===== config.mk =====
export PLATFORM = sky130hd
export DESIGN_NAME = p1305_fifo
export DESIGN_NICKNAME = d
export VERILOG_FILES = /design/src/rtl/core/p1305_fifo.sv
export SDC_FILE = /design/constraint.sdc
export NUM_CORES = 1
export LEC_CHECK = 0
export BUFFER_PORTS_ARGS = -buffer_cell sky130_fd_sc_hd__buf_2
export CORE_UTILIZATION = 25
export DETAILED_ROUTE_END_ITERATION = 12
export HOLD_SLACK_MARGIN = 0.08
export PLACE_DENSITY = 0.37
export SYNTH_ARGS = -nofsm -noshare
export SYNTH_HDL_FRONTEND = slang
export SYNTH_SLANG_ARGS = --single-unit

===== constraint.sdc =====
create_clock -name clk -period 5.4 [get_ports clk]
set_clock_uncertainty 0.15 [all_clocks]
set_input_delay 0.27 -clock clk [delete_from_list [all_inputs] [get_ports clk]]
set_output_delay 0.27 -clock clk [all_outputs]
set_load 0.02 [all_outputs]

===== src/rtl/core/p1305_fifo.sv =====
// ----------------------------------------------------------------------------
// p1305_fifo
// Small show-ahead FIFO in flip-flops; head entry is visible while not empty.
// ----------------------------------------------------------------------------
module p1305_fifo #(
  parameter int WIDTH = 8,
  parameter int DEPTH = 4
) (
  input  logic             clk,
  input  logic             rst,
  input  logic             push,
  input  logic [WIDTH-1:0] din,
  output logic             full,
  input  logic             pop,
  output logic [WIDTH-1:0] dout,
  output logic             empty
);

  localparam int AW = $clog2(DEPTH);
  localparam int CW = $clog2(DEPTH + 1);

  logic [WIDTH-1:0] mem [DEPTH];
  logic [AW-1:0]    wptr;
  logic [AW-1:0]    rptr;
  logic [CW-1:0]    count;
  logic             do_push;
  logic             do_pop;

  // handshake
  assign full    = (count == CW'(DEPTH));
  assign empty   = (count == '0);
  assign do_push = push && !full;
  assign do_pop  = pop && !empty;
  assign dout    = mem[rptr];

  // pointers and fill count
  always_ff @(posedge clk) begin
    if (rst) begin
      wptr  <= '0;
      rptr  <= '0;
      count <= '0;
    end else begin
      if (do_push) begin
        wptr <= (wptr == AW'(DEPTH - 1)) ? '0 : wptr + AW'(1);
      end
      if (do_pop) begin
        rptr <= (rptr == AW'(DEPTH - 1)) ? '0 : rptr + AW'(1);
      end
      if (do_push && !do_pop) begin
        count <= count + CW'(1);
      end else if (do_pop && !do_push) begin
        count <= count - CW'(1);
      end
    end
  end

  // storage
  always_ff @(posedge clk) begin
    if (do_push) begin
      mem[wptr] <= din;
    end
  end

endmodule


==> results of run 1 <==
==> routing by layer <==
metal	up-vias	global-route usage [%]	share of wire, %
li1	414	-	-
met1	420	10.1	44
met2	17	15.6	51
met3	5	2.68	4.0
met4	0	4.23	1.3
met5	-	0	0
==> flip-flops by register name, indices dropped and copies added, names as in the netlist, named ones only <==
signal and count:
rptr 2, wptr 2, count 3, mem 32
==> cells in the final DEF (no fill, tap or decap), drive strengths merged, types with 3 or more instances in the layout <==
cell	n
ha	6
edfxtp	32
inv	4
dlygate4sd3	8
buf	21
a21oi	3
nor2	4
clkbuf	5
dfxtp	9
mux4	8
and3	4
==> power breakdown <==
| part | internal, mW | switching, mW | leakage [nW] | total (mW) |
|---|---|---|---|---|
| clock | 0.138 | 0.108 | 0.0543 | 0.247 |
| combinational | 0.106 | 0.119 | 0.312 | 0.225 |
| sequential | 0.385 | 0.0384 | 0.367 | 0.423 |
| total | 0.629 | 0.266 | 0.734 | 0.895 |
==> timing repair <==
action                                 in CTS  in global routing
hold buffers                                8                  0
buffers inserted                            0                  0
endpoints found under the hold margin      32                  0
==> cells in the mapped netlist <==
library cell | number | share of area, %
fa_1 | 1 | 1.2
mux2i_1 | 2 | 1.2
o31ai_2 | 2 | 1.5
ha_1 | 6 | 4.6
clkinv_4 | 1 | 0.53
mux4_2 | 8 | 11
and3_2 | 4 | 1.8
clkbuf_1 | 1 | 0.23
or3_2 | 1 | 0.46
buf_6 | 1 | 0.68
xor2_1 | 2 | 1.1
nand3_1 | 2 | 0.61
inv_1 | 4 | 0.91
a21oi_1 | 3 | 0.91
edfxtp_1 | 32 | 58
buf_2 | 1 | 0.30
or3_1 | 1 | 0.38
buf_1 | 1 | 0.23
nand2_1 | 1 | 0.23
nor3_1 | 2 | 0.61
nor2_2 | 1 | 0.38
or3b_1 | 1 | 0.53
dfxtp_1 | 9 | 11
o21ai_1 | 1 | 0.30
o21ai_0 | 1 | 0.30
nor2_1 | 3 | 0.68
==> area by class of cell <==
class                   count  share of cell area (%)
flip-flops and latches     41                    56.5
multi-input cells          42                    22.6
repair buffers             29                    9.18
well taps                  77                    4.77
clock buffers               5                    3.41
clock inverters             3                    2.29
inverters                   5                    1.18
==> how the worst min path moves through the flow <==
| stage | to | slack, ns | cells after the start |
|---|---|---|---|
| 2_1_floorplan | mem[0][0] | 0.22 | 0 |
| 3_3_place_gp | rptr[0] | 0.33 | 2 |
| 3_5_place_dp | mem[0][4] | 0.34 | 1 |
| 4_1_cts | count[2] | 0.10 | 2 |
| 5_1_grt | count[2] | 0.11 | 2 |
| 6_report | count[2] | 0.11 | 2 |
==> worst max-delay path: stages (launching register included) <==
cell and delay (ns):
dfxtp_1 0.45, or3b_1 0.31, clkinv_4 0.09, nor2_2 0.14, ha_1 0.20, inv_1 0.06
fa_1 0.37, xor2_1 0.15, or3_2 0.40, a21oi_1 0.14
==> cell families (layout without fill, tap and decap cells) <==
| kind of cell | count (synthesis) | after routing | share of synthesized area (%) |
|---|---|---|---|
| buffers and inverters | 9 | 42 | 2.89 |
| AND/OR/NAND/NOR | 16 | 16 | 5.70 |
| XOR/XNOR | 2 | 2 | 1.06 |
| flip-flops | 41 | 41 | 69.4 |
| AO/OA/AOI/OAI | 7 | 7 | 3.04 |
| adder cells (fa/ha/maj) | 7 | 7 | 5.78 |
| multiplexers | 10 | 10 | 12.2 |
==> out/qor.yml, run 1 <==
global_route:
  grt_pass1_vias: 870
  antenna_found_initial: 0
  track_usage_pct: 8.99
  grt_overflow: 0
  grt_pass1_wl_mm: 4.42
  grt_max_degree: 15
final_layout:
  fin_util_pct: 31.8
  nets: 143
  antennaDiodeCount: 0
  drive_gt1_share_pct: 36.8
  syn_to_final_growth_pct: 22.7
  multi_input_area_um2: 457
  fillers: 623
  finalInstanceArea_um2: 2020
  instances_no_fill: 202
  seq_area_um2: 1140
sta:
  rsz0062_at_grt: "no"
  clock.fmax_mhz: 399
  relSlewSlack_pct: 62.1
  drv_slew: 0
  hold_viol: 0
  fin_tns_setup_ns: 0
  finalSetupViolations: 0
  whs_ns: 0.111
  finalCriticalPeriod_ns: 2.51
  tightest_slew_ns: 0.568
  fin_crit_sh_pct: 46.5
  worst_slack_ns: 2.89
outcome:
  outcome: "finished clean"
setup_path:
  r2r_slack_ns: 2.89
  rr_endpoint: "count[2]"
  crit_arrival_ns: 2.58
  cp-end-kind: "register"
  startpoint: "count[0]"
  reg2regPathDepth: 9
  crit_end: "count[2]"
  required_ns: 5.47
  critPathLaunchType: "register"
  path_class: "reg2reg"
  timing.rr.start: "count[0]"
  cp_max_fo: 7
floorplan:
  row_count: 29
  die_area_um2: 6910
  ios: 22
  fp.dieH_um: 83.1
  design.core.area_um2: 6350
  start_util_pct: 25.9
  die_w_um: 83.1
synthesis:
  synth-seq-cells: 41
  syn_area_um2: 1650
  syn_nets: 111
  ys_seq_area_share_pct: 69.4
  yosysWarnings: 0
  ys_types: 26
  netlist_instances: 92
  syn_avg_cell_area_um2: 17.9
place:
  gp_congestion: 0.712
  place_area_um2: 1820
  io_buffer_count: 21
  post-dp-hpwl_mm: 1.96
  place_inst: 186
  dp_worst_setup_slack_ns: 2.86
power_and_ir_drop:
  finalPower_mw: 0.895
  p_leak_nw: 0.734
  p_per_area_nw_per_um2: 444
  ir_drop_uv: 129
clocking:
  post_cts_resized: 0
  htree_levels: 2
  cts_buffers: 5
  cts.sinks: 41
  clockRootBuffer: "clkbuf_8"
  clk_pin_slew_ns: 0.08
  clock_latency_ns: 0.28
  cts_tree: "built"
  clockBufferDepth: 2
detailed_routing:
  vias: 856
  wl_per_cell_um: 13.9
  drt_first_pass_iters: 4
  wl_mm: 2.80
  ant_nets: 0
  drtIter0Drc: 36
  drc: 0
  viasPerCell: 4.24
min_path:
  min-delay-path-class: "in2reg"
  hp-start: "rst"
run:
  maxCapViolCount: 0
(Power assumes the default switching activity.)
==> run 2, diff against run 1 <==
--- a/config.mk
+++ b/config.mk
@@ -5,11 +5,12 @@
 export SDC_FILE = /design/constraint.sdc
 export NUM_CORES = 1
 export LEC_CHECK = 0
+export ABC_AREA = 1
 export BUFFER_PORTS_ARGS = -buffer_cell sky130_fd_sc_hd__buf_2
 export CORE_UTILIZATION = 25
 export DETAILED_ROUTE_END_ITERATION = 12
 export HOLD_SLACK_MARGIN = 0.08
-export PLACE_DENSITY = 0.37
+export PLACE_DENSITY = 0.38
 export SYNTH_ARGS = -nofsm -noshare
 export SYNTH_HDL_FRONTEND = slang
 export SYNTH_SLANG_ARGS = --single-unit
==> constraint.sdc (replaced) <==
create_clock -name clk -period 2.2 [get_ports clk]
set_clock_uncertainty 0.15 [all_clocks]
set_input_delay 0.11 -clock clk [delete_from_list [all_inputs] [get_ports clk]]
set_output_delay 0.11 -clock clk [all_outputs]
set_load 0.02 [all_outputs]
==> run 2 against run 1 <==
The run now ends with DRC left. Non-clock buffer count is 8 higher. Total power rose to 2.7 times the previous value. Fmax up 24%. Flip-flop and latch count stayed put. Worst setup slack got worse by 2.7 ns. Sequential share of layout area shrank 2.9 points.
==> out/qor.yml, run 2 <==
synthesis:
  syn_avg_cell_area_um2: 11.5
  ys_seq_area_share_pct: 67.3
  netlist_instances: 147
  synth-seq-cells: 41
  yosysWarnings: 0
  synth_ff_type: "edfxtp_1"
  synth_common_cells: "nor2_1, edfxtp_1, inv_1"
  ys_types: 19
  synth_area_leader_cell: "edfxtp_1"
  netlist.area_leader.share_pct: 56.6
  yosys-top-cells-area: "edfxtp_1, dfxtp_1, nor2_1"
  synth-edff-count: 32
  yosysMostFrequentCell: "nor2_1"
  syn_nets: 166
  syn_area_um2: 1700
  async_reset_ff_share_pct: 0
floorplan:
  fp.dieH_um: 84.4
  design.core.area_um2: 6460
  row_count: 29
  ios: 22
  start_util_pct: 26.3
  die_area_um2: 7120
  die_w_um: 84.4
sta:
  rsz0062_at_grt: "no"
  whs_ns: 0.377
  clock.fmax_mhz: 494
  fin_tns_setup_ns: 0
  tightest_slew_ns: 0.377
  relSlewSlack_pct: 74.8
  hold_viol: 0
  fin_crit_sh_pct: 92.0
  finalSetupViolations: 0
  drv_slew: 0
  finalCriticalPeriod_ns: 2.02
power_and_ir_drop:
  power.switching_mw: 0.853
  p_int_mw: 1.58
  p_leak_nw: 0.859
  seqPwrFrac_pct: 43.0
  ir_drop_uv: 296
  clkPwrFrac_pct: 23.1
  p_comb_share_pct: 33.9
  switching_share_pct: 35.0
  p_per_area_nw_per_um2: 1150
final_layout:
  antennaDiodeCount: 0
  layout_common_cells: "nor2_1, edfxtp_1, buf_2, inv_1"
  largest_register_ffs: 32
  seq_area_um2: 1140
  final_common_cell: "nor2_1"
  fillers: 663
  biggestRegsByFlops: "mem (32), count (3)"
  nets: 208
  regMostFlops: "mem"
  drive_gt1_share_pct: 20.1
  multi_input_area_um2: 465
  syn_to_final_growth_pct: 25.4
global_route:
  antenna_found_initial: 0
  grt_pass1_vias: 1072
  grt_pass1_wl_mm: 5.33
  track_usage_pct: 10.1
  grt_max_degree: 17
  grt_overflow: 0
place:
  io_buffer_count: 21
  post-dp-hpwl_mm: 2.16
  gp_congestion: 0.745
setup_path:
  critPathLaunchType: "register"
  path_cells: "nor2_1 -> nand2_1 -> nand2_2 -> inv_1 -> ha_1 -> inv_1 -> fa_1 -> o21ai_0 -> nor2_1"
  cp_max_fo: 7
  path_class: "reg2reg"
  cp_num_buf_inv: 2
  critPathTopFamily: "adder cells"
  crit_arrival_ns: 2.05
  cpMaxStageDelayCell: "fa_1"
  required_ns: 2.23
  cp-end-kind: "register"
  cpPeakStageDelay_ns: 0.41
detailed_routing:
  viasPerCell: 4.17
  wl_mm: 3.23
  drtIter0Drc: 59
  wl_per_cell_um: 12.1
  drc: 4
  drt_first_pass_iters: 8
  vias: 1108
  ant_nets: 0
clocking:
  htree_levels: 2
  clockBufferDepth: 2
  clock_latency_ns: 0.28
  clockRootBuffer: "clkbuf_8"
  cts_tree: "built"
  post_cts_resized: 0
  clk_pin_slew_ns: 0.07
  cts_buffers: 5
  cts.sinks: 41
outcome:
  violations: "DRC"
  outcome: "finished with violations"
run:
  maxCapViolCount: 0
min_path:
  min-delay-path-class: "reg2reg"
-- run 2: cell count changes after synthesis, moves of 4 or more --
cell     change
o22ai_1      +8
and3_2       -4
nor2_1      +30
nand2_1     +12
mux4_2       -8
inv_1       +13
o21ai_0     +12
-- run 2: final cells by class --
| class | instances | share of cell area, % |
|---|---|---|
| inverter | 18 | 3.18 |
| multi-input combinational | 86 | 21.9 |
| clock buffer | 5 | 3.24 |
| timing repair buffer | 37 | 11.9 |
| sequential | 41 | 53.6 |
| tap | 77 | 4.53 |
| clock inverter | 2 | 1.65 |
-- run 2: worst paths after layout --
check / startpoint / endpoint / slack, ns / depth (start not counted)
max: count[1] / count[1] / 0.18 / 9
min: rptr[1] / rptr[1] / 0.38 / 2
max reg2reg: count[1] / count[1] / 0.18 / 9
min reg2reg: rptr[1] / rptr[1] / 0.38 / 2
-- run 2: power by group through the flow --
| stage | Combinational (mW) | Sequential, mW | Clock, mW |
|---|---|---|---|
| 6_report | 0.825 | 1.05 | 0.563 |
| 3_5_place_dp | 0.821 | 1.07 | 0 |
| 2_1_floorplan | 0.586 | 1.04 | 0 |
| 4_1_cts | 0.838 | 1.05 | 0.580 |
| 5_1_grt | 0.937 | 1.07 | 0.615 |
| 3_3_place_gp | 0.801 | 1.07 | 0 |
-- run 2: repair_timing --
item / 4_1_cts / 5_1_grt
setup buffers: 0 / 0
hold buffers: 11 / 0
hold endpoints to repair: 41 / 0
-- run 2: cell families after synthesis --
logic type                 count (synthesis)  synth area share, %
DFF                                       41                 67.3
adders and majority gates                  7                 5.60
and+or+nand+nor                           51                 12.1
AOI/OAI and AO/OA                         27                 9.22
xor gates and xnor gates                   1                0.516
buffers and inverters                     20                 5.31
-- run 2: tightest hold or removal path: cells and delay by family, from the launching register on --
| family | cells | cell delay, ns |
|---|---|---|
| compound gates | 1 | 0.11 |
| flops | 1 | 0.31 |
| simple gates | 1 | 0.06 |
-- run 2: per-stage QoR --
step,util [%],power (mW),worst slack (ns),cells,instance area [um2]
after floorplan,-,1.62,0.360,147,1700
after detailed placement,29.6,1.89,0.192,248,1910
after CTS,32.9,2.47,0.178,266,2130
final,32.9,2.44,0.177,266,2130
after global placement,29.6,1.87,0.255,248,1910
after global routing,32.9,2.62,0.0236,266,2130
-- run 2: per-layer routing --
layer  up-vias  share of wire [%]  track usage (%)  wire (um)
met5         -                  0                0          0
met3         6                4.3             3.54        140
met1       502                 48             13.1       1540
met2        20                 47             15.9       1500
met4         0                1.2             3.24         40
li1        580                  -                -          -
