File: src/rtl/core/p1305_pkg.sv
// ----------------------------------------------------------------------------
// p1305_pkg
// Shared types and constants for the Poly1305 authenticator core.
// ----------------------------------------------------------------------------
package p1305_pkg;

  // Key r clamp mask
  localparam logic [127:0] R_KEY_MASK = 128'h0ffffffc0ffffffc0ffffffc0fffffff;

  // Field widths
  localparam int ACC_W   = 130;            // accumulator, below 2^130-5
  localparam int SUM_W   = 131;            // accumulator plus padded block
  localparam int MSG_W   = 129;            // padded block, below 2^129
  localparam int RKEY_W  = 124;            // clamped r has bits 123..0
  localparam int PROD_W  = SUM_W + RKEY_W; // full product width

  // Limb split for the shared multiplier
  localparam int XLIMB_W = 27;
  localparam int XLIMBS  = 5;
  localparam int RLIMB_W = 31;
  localparam int RLIMBS  = 4;
  localparam int PP_W    = XLIMB_W + RLIMB_W;
  localparam int SHIFT_W = 8;

  // Reduction constant: 2^130 = 5 mod p
  localparam int FOLD_K  = 5;

  // Byte count for a full block
  localparam logic [4:0] FULL_COUNT = 5'd16;

  // Key register map
  typedef enum logic [1:0] {
    REG_R_LOW,
    REG_R_HIGH,
    REG_S_LOW,
    REG_S_HIGH
  } key_reg_t;

  // Block descriptor passed from front to back
  typedef struct packed {
    logic [MSG_W-1:0] msg;
    logic             absorb;
    logic             last;
  } blk_item_t;

  // Back-end sequencer states
  typedef enum logic [2:0] {
    B_IDLE,
    B_MUL,
    B_DRAIN,
    B_FOLD1,
    B_FOLD2,
    B_FINAL,
    B_TAG
  } back_state_t;

endpackage

File: src/rtl/core/p1305_front.sv
// ----------------------------------------------------------------------------
// p1305_front
// Input beat classification: masks bytes past the count, appends the pad bit,
// and drops beats that neither absorb data nor finish a message.
// ----------------------------------------------------------------------------
module p1305_front (
  input  logic                  push,
  output logic                  full,
  input  logic [63:0]           block_low,
  input  logic [63:0]           block_high,
  input  logic [4:0]            byte_count,
  input  logic                  last,
  input  logic                  q_full,
  output logic                  q_push,
  output p1305_pkg::blk_item_t  q_item
);

  logic [4:0]   cnt;
  logic [127:0] data;
  logic [128:0] msg;

  // clamp count to a full block
  assign cnt  = (byte_count > p1305_pkg::FULL_COUNT) ? p1305_pkg::FULL_COUNT : byte_count;
  assign data = {block_high, block_low};

  // byte mask and pad bit at 8*count
  always_comb begin
    msg = '0;
    for (int b = 0; b < 16; b++) begin
      if (5'(b) < cnt) begin
        msg[8*b +: 8] = data[8*b +: 8];
      end
    end
    for (int k = 1; k <= 16; k++) begin
      if (cnt == 5'(k)) begin
        msg[8*k] = 1'b1;
      end
    end
  end

  // descriptor into the queue
  always_comb begin
    q_item.msg    = msg;
    q_item.absorb = (cnt != '0);
    q_item.last   = last;
  end

  assign full   = q_full;
  assign q_push = push && !q_full && (q_item.absorb || q_item.last);

endmodule

File: config.mk
export PLATFORM = sky130hd
export DESIGN_NAME = p1305_front
export DESIGN_NICKNAME = d
export VERILOG_FILES = /design/src/rtl/core/p1305_pkg.sv /design/src/rtl/core/p1305_front.sv
export SDC_FILE = /design/constraint.sdc
export NUM_CORES = 1
export LEC_CHECK = 0
export ABC_AREA = 1
export BUFFER_PORTS_ARGS = -buffer_cell sky130_fd_sc_hd__buf_2
export CORE_AREA = 2 2 103 105
export DETAILED_ROUTE_END_ITERATION = 8
export DIE_AREA = 0 0 105 107
export PLACE_DENSITY = 0.59
export SYNTH_ARGS = -nofsm -noshare
export SYNTH_HDL_FRONTEND = slang
export SYNTH_SLANG_ARGS = --single-unit
File: constraint.sdc
create_clock -name vclk -period 0.8
set_input_delay 0 -clock vclk [all_inputs]
set_output_delay 0 -clock vclk [all_outputs]
set_load 0.02 [all_outputs]
==> reports/qor.json, run 1 <==
{
  "worst_slack_ns": -0.147,
  "viasPerCell": 3.70,
  "rows": 37,
  "min_period_over_period_pct": 118,
  "max-vdd-ir-drop_uv": 239,
  "ff_latch_area_um2": 0,
  "remaining_global_route_overflow": 0,
  "detailedRoute.firstPassIterationCount": 4,
  "post-route-drc-count": 0,
  "startpoint": "byte_count[0]",
  "synth.yosys.seq_area_share_pct": 0,
  "yosys-top-cells-count": "127 x sky130_fd_sc_hd__inv_1, 97 x sky130_fd_sc_hd__nor2_1, 51 x sky130_fd_sc_hd__nand2_1, 8 x sky130_fd_sc_hd__nand3_1, 7 x sky130_fd_sc_hd__o21ai_0",
  "timing.critical_path.buf_inv": 4,
  "finalWeightedCongestion": 0.745,
  "grt_pass1_wl_um": 12700,
  "layoutNonFillerInstCount": 744,
  "flops_and_latches": 0,
  "hold-worst-slack_ns": 0.260,
  "finalNetCount": 746,
  "routed-via-count": 2754,
  "mappedNetlistNets": 450,
  "num-clock-buffers": 0,
  "detail_route.wirelength_um": 8690,
  "cp_top_family": "buffers and inverters",
  "synth_most_common_cell": "sky130_fd_sc_hd__inv_1",
  "max_cap_viol_count": 0,
  "hold_class": "input pin to output pin",
  "synth.cell_area_um2": 1270,
  "path_cells": "buf_6 -> o21ai_4 -> buf_12 -> nand2_8 -> buf_12 -> nor2_4 -> nor2_1 -> buf_4",
  "crit_path_start_kind": "input pin",
  "worst_tran_pin_value_ns": 0.203,
  "cellPowerDensity_nw_per_um2": 688,
  "crit_path_frequent_cell": "sky130_fd_sc_hd__buf_12",
  "synthTopCellsByArea": "sky130_fd_sc_hd__inv_1 38%, sky130_fd_sc_hd__nor2_1 29%, sky130_fd_sc_hd__nand2_1 15%, sky130_fd_sc_hd__nand3_1 3.2%, sky130_fd_sc_hd__o21ai_0 2.8%",
  "yosys_warnings": 0,
  "timing.setup.critical_path_class": "input pin to output pin",
  "synth_area_per_inst_um2": 4.04,
  "design.die.area_um2": 11200,
  "grt_setup_unrepaired": "true",
  "die_height_um": 107,
  "grt_max_degree": 10,
  "die-width_um": 105,
  "critical_path_peak_fanout": 6,
  "final_period_minus_worst_setup_slack_ns": 0.947,
  "post_drt_wl_per_cell_um": 11.7,
  "synthDistinctLibCells": 19,
  "yosys.area.top_type_share_pct": 37.6,
  "synthesis.instances": 314,
  "fp.coreArea_um2": 10100,
  "p_leak_nw": 2.68,
  "dp_hpwl_um": 6760,
  "critical_path.endpoint": "q_push",
  "first_global_vias": 2599,
  "worst_path_largest_cell_delay_ns": 0.21,
  "violations": "negative setup slack",
  "syn2layout_area_growth_pct": 229,
  "grtUsageTotal_pct": 13.7,
  "status": "complete, but fails checks",
  "worst-endpoint-required_ns": 0.80,
  "critical_path_cell_count": 8,
  "maxClockFrequency_ghz": 1.06,
  "drive_above_1_share_pct": 67.8,
  "placed_cells": 739,
  "count_of_input_and_output_buffers": 269,
  "worst_ep_arrival_time_ns": 0.95,
  "critPathCaptureType": "output pin",
  "holdBufCountCts": 0,
  "io_pins": 269,
  "number_of_antenna_violations_at_the_first_check_in_global_routing": 1,
  "final-max-slew-violation-count": 0,
  "crit_slowest_cell": "sky130_fd_sc_hd__o21ai_4",
  "max_slew_margin_pct": 86.4,
  "antenna_cells_inserted": 0,
  "start_util_pct": 12.6,
  "setup_violations": 94,
  "antenna_violating_nets_post_route": 0,
  "dr.first_iter.drc_count": 83,
  "report.final.hold_viol_count": 0,
  "fill_cells": 1027,
  "post-synth-top-area-cell": "sky130_fd_sc_hd__inv_1"
}
==> metal layers <==
metal	wire (um)	part of all wire [%]	GRT usage, %	vias to the layer above
met4	144	1.7	1.52	2
met2	4620	53	27.2	150
met3	724	8.3	3.34	13
met1	3190	37	15.1	1165
met5	13	0.15	0	-
li1	-	-	-	1424
==> placed cells by master, fill, tap and decap left out <==
cell type,n
sky130_fd_sc_hd__clkinvlp_4,1
sky130_fd_sc_hd__inv_2,12
sky130_fd_sc_hd__nand2_8,3
sky130_fd_sc_hd__inv_8,1
sky130_fd_sc_hd__nand4_1,1
sky130_fd_sc_hd__buf_4,40
sky130_fd_sc_hd__clkinv_8,2
sky130_fd_sc_hd__buf_12,5
sky130_fd_sc_hd__buf_6,70
sky130_fd_sc_hd__nand3_4,3
sky130_fd_sc_hd__o21ai_1,3
sky130_fd_sc_hd__nand2_1,26
sky130_fd_sc_hd__inv_6,1
sky130_fd_sc_hd__nor2_1,49
sky130_fd_sc_hd__o21a_1,1
sky130_fd_sc_hd__nand2_4,19
sky130_fd_sc_hd__nand3_1,3
sky130_fd_sc_hd__nor2_4,28
sky130_fd_sc_hd__inv_1,113
sky130_fd_sc_hd__o21ai_4,2
sky130_fd_sc_hd__o31ai_4,1
sky130_fd_sc_hd__inv_4,2
sky130_fd_sc_hd__buf_8,5
sky130_fd_sc_hd__nand2_2,6
sky130_fd_sc_hd__nand3_2,4
sky130_fd_sc_hd__buf_16,1
sky130_fd_sc_hd__nor2_2,24
sky130_fd_sc_hd__buf_2,179
sky130_fd_sc_hd__o21ai_2,3
==> cell families after synthesis <==
family / share of synthesized area (%)
and+or+nand+nor: 53.3
AOI/OAI and AO/OA: 4.34
buffers and inverters: 42.3
==> cell type report <==
class | instances | area (um^2) | share of cell area, %
multi-input cells | 176 | 1270 | 30.5
repair buffers | 300 | 2190 | 52.4
inverters | 132 | 542 | 13.0
well taps | 136 | 170 | 4.08
==> what timing repair did <==
item / CTS / global route
gates resized for setup: 236 / 114
setup endpoints to repair: 115 / 123
setup buffers: 3 / 2
gates cloned: 1 / 0
pin swaps: 23 / 22
==> metrics by stage <==
stage               setup slack [ns]  util, %  setup TNS [ns]  power (mW)  cell area [um^2]
floorplan                    0.00905        -               0        1.09              1270
global placement              -0.306     29.3          -18.79        2.04              2950
detailed placement            -0.339     29.3          -20.11        2.04              2950
CTS                           -0.150     37.5           -8.40        2.58              3780
global route                  -0.195     41.4          -13.17        3.06              4170
finish                        -0.147     41.4           -7.18        2.87              4170
==> report_power, final <==
part | internal, mW | leakage (nW) | switching (mW) | total (mW)
logic | 1.30 | 2.68 | 1.57 | 2.87
clock network | 0 | 0 | 0 | 0
registers | 0 | 0 | 0 | 0
total | 1.30 | 2.68 | 1.57 | 2.87
==> worst min-delay path by stage <==
| stage | end | from | slack (ns) | depth (start not counted) |
|---|---|---|---|---|
| global route | q_item[0] | last | 0.28 | 2 |
| finish | full | q_full | 0.26 | 2 |
| detailed placement | q_item[0] | last | 0.24 | 2 |
| floorplan | full | q_full | 0.11 | 1 |
| global placement | q_item[0] | last | 0.24 | 2 |
| CTS | full | q_full | 0.27 | 2 |
Note: power is estimated with default switching activity, not from simulation.
==> run 2, diff against run 1 <==
--- a/config.mk
+++ b/config.mk
@@ -11,6 +11,7 @@
 export DETAILED_ROUTE_END_ITERATION = 8
 export DIE_AREA = 0 0 105 107
 export PLACE_DENSITY = 0.59
+export REMOVE_ABC_BUFFERS = 1
 export SYNTH_ARGS = -nofsm -noshare
 export SYNTH_HDL_FRONTEND = slang
 export SYNTH_SLANG_ARGS = --single-unit
==> run 2 against run 1 <==
The flow still finishes with violations (negative setup slack). Utilization shrank 1.7 points. Routed wire length is 3.9% lower. Total power is 4.5% lower. Count of clock-buffer cells in the layout did not move. Critical path type unchanged. Critical endpoint unchanged. Largest cell class unchanged.
==> reports/qor.json, run 2 (synthesized netlist as in run 1, its figures left out) <==
{
  "status": "complete, but fails checks",
  "violations": "negative setup slack",
  "flops_and_latches": 0,
  "max-vdd-ir-drop_uv": 322,
  "min_period_over_period_pct": 120,
  "critical_path_peak_fanout": 6,
  "worst_hold_path.num_cells": 2,
  "finalNetCount": 743,
  "layout_commonest_cell": "sky130_fd_sc_hd__buf_2",
  "dp_hpwl_um": 6490,
  "worstHoldStart": "q_full",
  "timing.setup.critical_path_class": "input pin to output pin",
  "antenna_violating_nets_post_route": 0,
  "max_cap_viol_count": 0,
  "crit_path_start_kind": "input pin",
  "num-clock-buffers": 0,
  "post-route-drc-count": 0,
  "worst_ep_arrival_time_ns": 0.96,
  "worst-endpoint-required_ns": 0.80,
  "highest_count_cells_in_the_layout_ignoring_fill_and_taps": "177 x sky130_fd_sc_hd__buf_2, 115 x sky130_fd_sc_hd__inv_1, 57 x sky130_fd_sc_hd__buf_6",
  "final_core_utilization_pct": 39.7,
  "maxClockFrequency_ghz": 1.04,
  "setup_total_negative_slack_ns": -7.52,
  "count_of_input_and_output_buffers": 269,
  "grtUsageTotal_pct": 12.1,
  "die-width_um": 105,
  "gr-usage-met2_pct": 26.0,
  "worst_slack_ns": -0.158,
  "remaining_global_route_overflow": 0,
  "routed-via-count": 2742,
  "detail_route.wirelength_um": 8350,
  "antenna_cells_inserted": 0,
  "viasPerCell": 3.70,
  "hold-worst-slack_ns": 0.234,
  "grt_util_met3_pct": 2.31,
  "detailedRoute.firstPassIterationCount": 4,
  "stdcell_area_um2": 4000,
  "grt_max_degree": 9,
  "setup_violations": 94,
  "critPathCaptureType": "output pin",
  "finalWeightedCongestion": 0.744,
  "hold_class": "input pin to output pin",
  "fp.coreArea_um2": 10100,
  "hold_path_end": "full",
  "fill_cells": 1066,
  "io_pins": 269,
  "die_height_um": 107,
  "p_leak_nw": 2.61,
  "first_global_vias": 2377,
  "most_used_routing_layer": "met2",
  "dpl_cell_area_um2": 2930,
  "grt.met1_usage_pct": 12.5,
  "post_drt_wl_per_cell_um": 11.3,
  "final-max-slew-violation-count": 0,
  "grt_pass1_wl_um": 11300,
  "holdBufCountCts": 0,
  "dr.first_iter.drc_count": 92,
  "multi_input_area_um2": 1220,
  "worst_tran_pin_value_ns": 0.225,
  "design.die.area_um2": 11200,
  "ff_latch_area_um2": 0,
  "report.final.hold_viol_count": 0,
  "start_util_pct": 12.6,
  "final_period_minus_worst_setup_slack_ns": 0.958,
  "rows": 37,
  "grt_setup_unrepaired": "true",
  "max_slew_margin_pct": 85.0,
  "number_of_antenna_violations_at_the_first_check_in_global_routing": 0,
  "cellPowerDensity_nw_per_um2": 685,
  "dp_worst_setup_slack_ns": -0.321,
  "syn2layout_area_growth_pct": 216,
  "drive_above_1_share_pct": 66.0
}
==> run 2: changes by cell type in the layout (fill, tap and decap cells not counted), sizes merged <==
cell      delta
clkbuf       +1
inv          +1
buf          -4
clkinvlp     -1
==> run 2: timing repair <==
| item | in CTS | in global routing |
|---|---|---|
| endpoints found under the setup margin | 123 | 123 |
| setup buffers | 5 | 2 |
| gates cloned | 1 | 0 |
| pin swaps | 19 | 13 |
| gates resized for setup | 184 | 137 |
==> run 2: layout make-up <==
class                      count  area share, %
timing repair buffer         297           51.9
multi-input combinational    176           30.5
inverter                     132           13.4
tap                          136           4.25
==> run 2: power by group <==
group / total, mW / switching, mW / internal [mW]
registers: 0 / 0 / 0
clock network: 0 / 0 / 0
logic: 2.74 / 1.51 / 1.23
==> run 2: per-layer routing <==
| layer | up-vias | wire (um) |
|---|---|---|
| met5 | - | 0 |
| met4 | 0 | 19 |
| met3 | 2 | 713 |
| met2 | 148 | 4700 |
| met1 | 1175 | 2920 |
| li1 | 1417 | - |
==> run 2: through the flow <==
stage,power [mW],cells
5_1_grt,2.93,741
3_3_place_gp,2.01,736
6_report,2.74,741
2_1_floorplan,1.06,308
3_5_place_dp,2.02,736
4_1_cts,2.42,740
==> run 2: critical path, stage by stage <==
cell and delay, ns:
sky130_fd_sc_hd__buf_8 0.10, sky130_fd_sc_hd__nor2_4 0.17, sky130_fd_sc_hd__nand2_4 0.10, sky130_fd_sc_hd__inv_4 0.09, sky130_fd_sc_hd__nand2_4 0.08, sky130_fd_sc_hd__buf_12 0.16, sky130_fd_sc_hd__nor2_4 0.07, sky130_fd_sc_hd__nor2_1 0.04
sky130_fd_sc_hd__buf_4 0.15
==> run 2: worst max-delay path by stage <==
stage / startpoint / endpoint / slack (ns) / cells after the start
4_1_cts: byte_count[3] / q_push / -0.13 / 9
2_1_floorplan: byte_count[4] / q_push / -0.21 / 6
5_1_grt: byte_count[4] / q_item[89] / -0.19 / 8
6_report: byte_count[3] / q_push / -0.16 / 9
3_3_place_gp: byte_count[4] / q_item[103] / -0.29 / 7
3_5_place_dp: byte_count[4] / q_item[72] / -0.32 / 8
